`src/hwr_pkg.sv`:
```
`timescale 1ns / 1ps
`default_nettype none
package hwr_pkg;

  localparam int unsigned GXX_W   = 20;
  localparam int unsigned GXY_W   = 21;
  localparam int unsigned SXX_W   = 27;
  localparam int unsigned SXY_W   = 28;
  localparam int unsigned COORD_W = 11;
  localparam int unsigned RESP_W  = 54;
  localparam int unsigned K_W     = 14;

  typedef struct packed {
    logic [11:0]    image_width;
    logic [11:0]    image_height;
    logic [3:0]     window_size;
    logic [K_W-1:0] k_coeff;
  } cfg_t;

  // controller -> datapath
  typedef struct packed {
    logic clr;   // one step of the column-sum clearing pass
    logic load;  // capture the incoming word
    logic rd;    // issue memory reads
    logic col;   // column sum update and writes
    logic win;   // window sum update
    logic mul;   // products
    logic kmul;  // det and k partial products
    logic ksum;  // k term
    logic fin;   // response to output, raster advance
  } cmd_t;

  // datapath -> controller
  typedef struct packed {
    logic clr_last;
    logic frame_start;
    logic frame_wrap;
  } status_t;

endpackage
`default_nettype wire

```
`src/hwr_cfg.sv`:
```
`timescale 1ns / 1ps
`default_nettype none
module hwr_cfg (
  input  wire logic        clk_i,
  input  wire logic        rst_ni,
  input  wire logic        psel,
  input  wire logic        penable,
  input  wire logic        pwrite,
  input  wire logic [3:0]  paddr,
  input  wire logic [31:0] pwdata,
  output logic [31:0]      prdata,
  output logic             pready,
  output hwr_pkg::cfg_t    cfg_o
);

  localparam logic [1:0] REG_WIDTH  = 2'd0;
  localparam logic [1:0] REG_HEIGHT = 2'd1;
  localparam logic [1:0] REG_WIN    = 2'd2;
  localparam logic [1:0] REG_K      = 2'd3;

  hwr_pkg::cfg_t cfg_q;
  logic          wr_en;

  assign pready = 1'b1;
  assign wr_en  = psel & penable & pwrite;
  assign cfg_o  = cfg_q;

  always_ff @(posedge clk_i or negedge rst_ni) begin
    if (!rst_ni) begin
      cfg_q.image_width  <= 12'd640;
      cfg_q.image_height <= 12'd480;
      cfg_q.window_size  <= 4'd3;
      cfg_q.k_coeff      <= 14'd2621;
    end else if (wr_en) begin
      unique case (paddr[3:2])
        REG_WIDTH:  cfg_q.image_width  <= pwdata[11:0];
        REG_HEIGHT: cfg_q.image_height <= pwdata[11:0];
        REG_WIN:    cfg_q.window_size  <= pwdata[3:0];
        REG_K:      cfg_q.k_coeff      <= pwdata[13:0];
        default:    ;
      endcase
    end
  end

  always_comb begin
    unique case (paddr[3:2])
      REG_WIDTH:  prdata = {20'd0, cfg_q.image_width};
      REG_HEIGHT: prdata = {20'd0, cfg_q.image_height};
      REG_WIN:    prdata = {28'd0, cfg_q.window_size};
      REG_K:      prdata = {18'd0, cfg_q.k_coeff};
      default:    prdata = 32'd0;
    endcase
  end

endmodule
`default_nettype wire

```
`config.mk`:
```
export PLATFORM = sky130hd
export DESIGN_NAME = hwr_cfg
export DESIGN_NICKNAME = d
export VERILOG_FILES = /design/src/hwr_pkg.sv /design/src/hwr_cfg.sv
export SDC_FILE = /design/constraint.sdc
export NUM_CORES = 1
export LEC_CHECK = 0
export BUFFER_PORTS_ARGS = -buffer_cell sky130_fd_sc_hd__buf_2
export CAP_MARGIN = 20
export CORE_MARGIN = 2
export CORE_UTILIZATION = 44
export DETAILED_ROUTE_END_ITERATION = 7
export PLACE_DENSITY = 0.8
export SLEW_MARGIN = 30
export SYNTH_ARGS = -nofsm -noshare
export SYNTH_HDL_FRONTEND = slang
export SYNTH_SLANG_ARGS = --single-unit
```
`constraint.sdc`:
```
create_clock -name clk_i -period 1.5 [get_ports clk_i]
set_input_delay 0.3 -clock clk_i [delete_from_list [all_inputs] [get_ports clk_i]]
set_output_delay 0.3 -clock clk_i [all_outputs]
set_load 0.01 [all_outputs]
```
Word-level counts from Yosys, hierarchy flattened --
Cells that the tools add are included. Widths: inputs -> output; s select.
Cells by class: $add $sub $neg 0, mux-type cells 1, reductions and logical operators 5, $mul 0, divide/modulo/power cells 0, shifts and indexed selects 0, magnitude comparators 0, bitwise logic cells 2, eq/ne operators 3
Operators with widths (count):
- $pmux 32 s4 | 1
- $reduce_and 2->1 | 4
- $eq 2x2->1 const B | 2
- $and 1x1->1 | 2
- $eq 2x1->1 const B | 1
- $logic_not 2->1 | 1
Storage, ports and cells: memories kept 0, RAM bits 0, output and inout port bits 75, bits in registers 42, bits in latches 0, input bits 41, bits in read-only memories 0

Depth between registers and ports, before layout --
depth in word-level cells 3, depth in mapped cells 5

Worst setup path after synthesis --
Ideal clock, no wire load.
path type input port to flip-flop, from in paddr[3], to reg cfg_q (netlist bit cfg_o[10]), setup slack 0.044 ns, setup time 0.125 ns, data arrival time 1.331 ns, stages on the path 5, cell sequence buf_2 nand2_1 nor2_1 buf_4 mux2_2
On the way: longest elaborated chain between the ends 2
RTL lines:
- start, declared | RTL line hwr_cfg.sv:9 | input wire logic [3:0] paddr,
- $eq 2x2->1 | RTL line hwr_cfg.sv:35 | unique case (paddr[3:2])
- $reduce_and 2->1 (no source line)
- end, declared | RTL line hwr_cfg.sv:21 | hwr_pkg::cfg_t cfg_q;
Every way passes these cells. A chain may end at the register's enable or synchronous reset.

Final worst setup path --
from reg cfg_q (netlist bit cfg_o[18]), to out prdata[0]
On the way: longest elaborated chain between the ends 1
RTL lines:
- $pmux 32 s4 | RTL line hwr_cfg.sv:46 | unique case (paddr[3:2])
- end, declared | RTL line hwr_cfg.sv:11 | output logic [31:0] prdata,
Every way passes these cells. The select of a mux whose other input is x is not followed.

==> summary.txt <==
Row count - 25
CTS tree - yes
Leak Pwr - 1.404 nW
Largest cells by area after synthesis - dfrtp_1, dfstp_2, mux2_2
Synthesized instance count - 150
Pwr dens - 1301 nW/µm²
Multi-input gate area - 882.1 µm²
Total of max-cap violations - 0
First-pass GRT wire length - 7231 µm
Unrepaired setup endpoints after global routing - yes
Port buffer count - 76
Setup violators final - 4
CTS buffer count - 5
DR vias - 1,445
Io pins - 116
Die area - 5304 µm²
Power Total - 3.550 mW
Fillers - 406
Synth warnings - 0
Area of the core - 4629 µm²
Slew Viols, Final - 0
Final Wtd Congestion - 0.7163
Synth Register Bits - 42
TritonRoute pass-1 iters - 4
Failing checks - negative setup slack
Die H - 72.83 µm
Ys async rst share - 100.0%
Avg Cell Area, Syn - 13.90 µm²
Gr usage total - 17.87%
Tcrit/Tclk final - 105.9%
Ys flop type - dfrtp_1
Worst Path Arrival - 1.29 ns
Reg power frac - 46.2%
Die Span X - 72.83 µm
Diode count - 0
Initial Util - 45.03%
Commonest non-fill, non-tap cell in the layout - buf_2
Status - finished, violations left
Startpoint Class - register
Final wirelength - 4603 µm
Register area - 1070 µm²
Htree depth - 2
Synth top area share - 32.41%
Most frequent cells in the layout - buf_2, mux2_2, dfrtp_1
Avg Vias per Cell - 4.753
GR peak layer - met2
Area leader, netlist - dfrtp_1
Routed WL per cell - 15.14 µm
Min cycle time layout - 1.588 ns
Worst min path class - primary input to register
Yosys cell types - 21
Power Internal - 2.488 mW
Hold Violations, Final - 0
Register area share after synthesis - 51.32%
Maximum fanout along the worst path - 3
M2 GR Usage - 30.61%
Worst-skew pair later-pin latency - 0.28 ns
Worst setup EP type - output pin
Synthesized area - 2084 µm²
Post-synth EDFFs - 0
VDD IR-drop max - 0.6831 mV
Clock share of power - 19.0%
Met1 Use GR - 22.81%
CTS clk-pin slew, worst paths - 0.07 ns
CTS Root Cell - clkbuf_8
Synthesis-to-finish area growth - 30.85%
Share of layout cells above drive strength 1 - 67.60%
CP required - 1.20 ns
Drt drc - 0
P_sw - 1.062 mW
Switch share - 29.91%
Met3 Use GR - 4.420%
Max reg flops - 42
CP Class - register to output pin
Initial antenna violation count - 0
Nets - 290
Post-Route Setup TNS - -0.3050 ns
Initial DRC count - 54
Vias in the first global route - 1,468
CTS max path bufs - 2
Clock Sinks - 42
Fmax - 629.6 MHz
Largest net degree at the start of global routing - 27
Post-route ant nets - 0
HPWL after DPL - 3336 µm
GRT overflow - 0
Final WS setup - -0.08825 ns
Clock skew - 0 ns
Logic gate share of total power - 34.8%
-- worst max-delay path, cell delays in order (launching register included) --
cell and delay (ns):
dfrtp_1 0.39, mux4_2 0.47, buf_6 0.14
-- timing repair --
item                                    4_1_cts  5_1_grt
endpoints found under the hold margin        11        0
buffers inserted                              9        2
endpoints found under the setup margin       12       10
gates resized for setup                       4        7
hold buffers                                  1        0
-- kinds of logic (layout without fill, tap and decap cells) --
logic type | Yosys count | after routing | synth area share, %
muxes | 54 | 54 | 32.83
other | 2 | 19 | 0.3603
AOI/OAI and AO/OA | 8 | 8 | 1.921
buffers and inverters | 27 | 110 | 9.484
DFF | 42 | 42 | 51.32
and+or+nand+nor | 17 | 17 | 4.081
-- power groups by stage --
stage          Clock [mW]  Sequential (mW)  Combinational (mW)
2_1_floorplan           0             1.79               0.513
3_3_place_gp            0             1.67                1.05
3_5_place_dp            0             1.68                1.08
4_1_cts             0.707             1.64                1.20
5_1_grt             0.758             1.69                1.34
6_report            0.674             1.64                1.23
-- cells in the mapped netlist, types with 2 or more instances --
library cell	n
nand2_1	9
mux4_2	3
buf_4	21
buf_2	2
mux2i_1	8
mux2_4	10
and3_1	2
dfstp_2	15
o21ai_0	8
clkbuf_1	2
conb_1	2
buf_6	2
mux2_2	32
dfrtp_1	27
-- cell type report --
type / instances / share of cell area [%]
clock buffers: 8 / 2.936
multi-input cells: 98 / 32.34
flip-flops and latches: 42 / 39.22
well taps: 54 / 2.477
repair buffers: 102 / 23.03
-- per-layer routing --
layer | part of all wire [%] | wire [µm]
met1 | 44 | 2012
met3 | 4.3 | 196
met2 | 52 | 2378
met4 | 0.37 | 17
met5 | 0 | 0
-- final timing paths --
path	startpoint	to	slack, ns	cells past startpoint
max in group asynchronous	rst_ni	cfg_o[39]	0.46	3
worst min-delay path	pwdata[13]	cfg_o[13]	0.26	2
worst min register to register	cfg_o[36]	cfg_o[36]	0.53	1
worst max-delay path	cfg_o[18]	prdata[0]	-0.09	2
worst max register to register	cfg_o[16]	cfg_o[16]	0.61	2
min in group asynchronous	rst_ni	cfg_o[30]	0.49	2
-- per-stage QoR --
step	std cells	setup WS, ns	hold WS (ns)	cell area (µm²)	utilization, %
2_1_floorplan	167	0.04429	0.004409	2148	-
3_3_place_gp	284	-0.1503	0.2486	2534	54.73
3_5_place_dp	284	-0.1369	0.2440	2534	54.73
4_1_cts	302	-0.09538	0.2489	2696	58.24
5_1_grt	304	-0.1389	0.2448	2728	58.92
6_report	304	-0.08825	0.2560	2728	58.92
(Power assumes the default switching activity.)
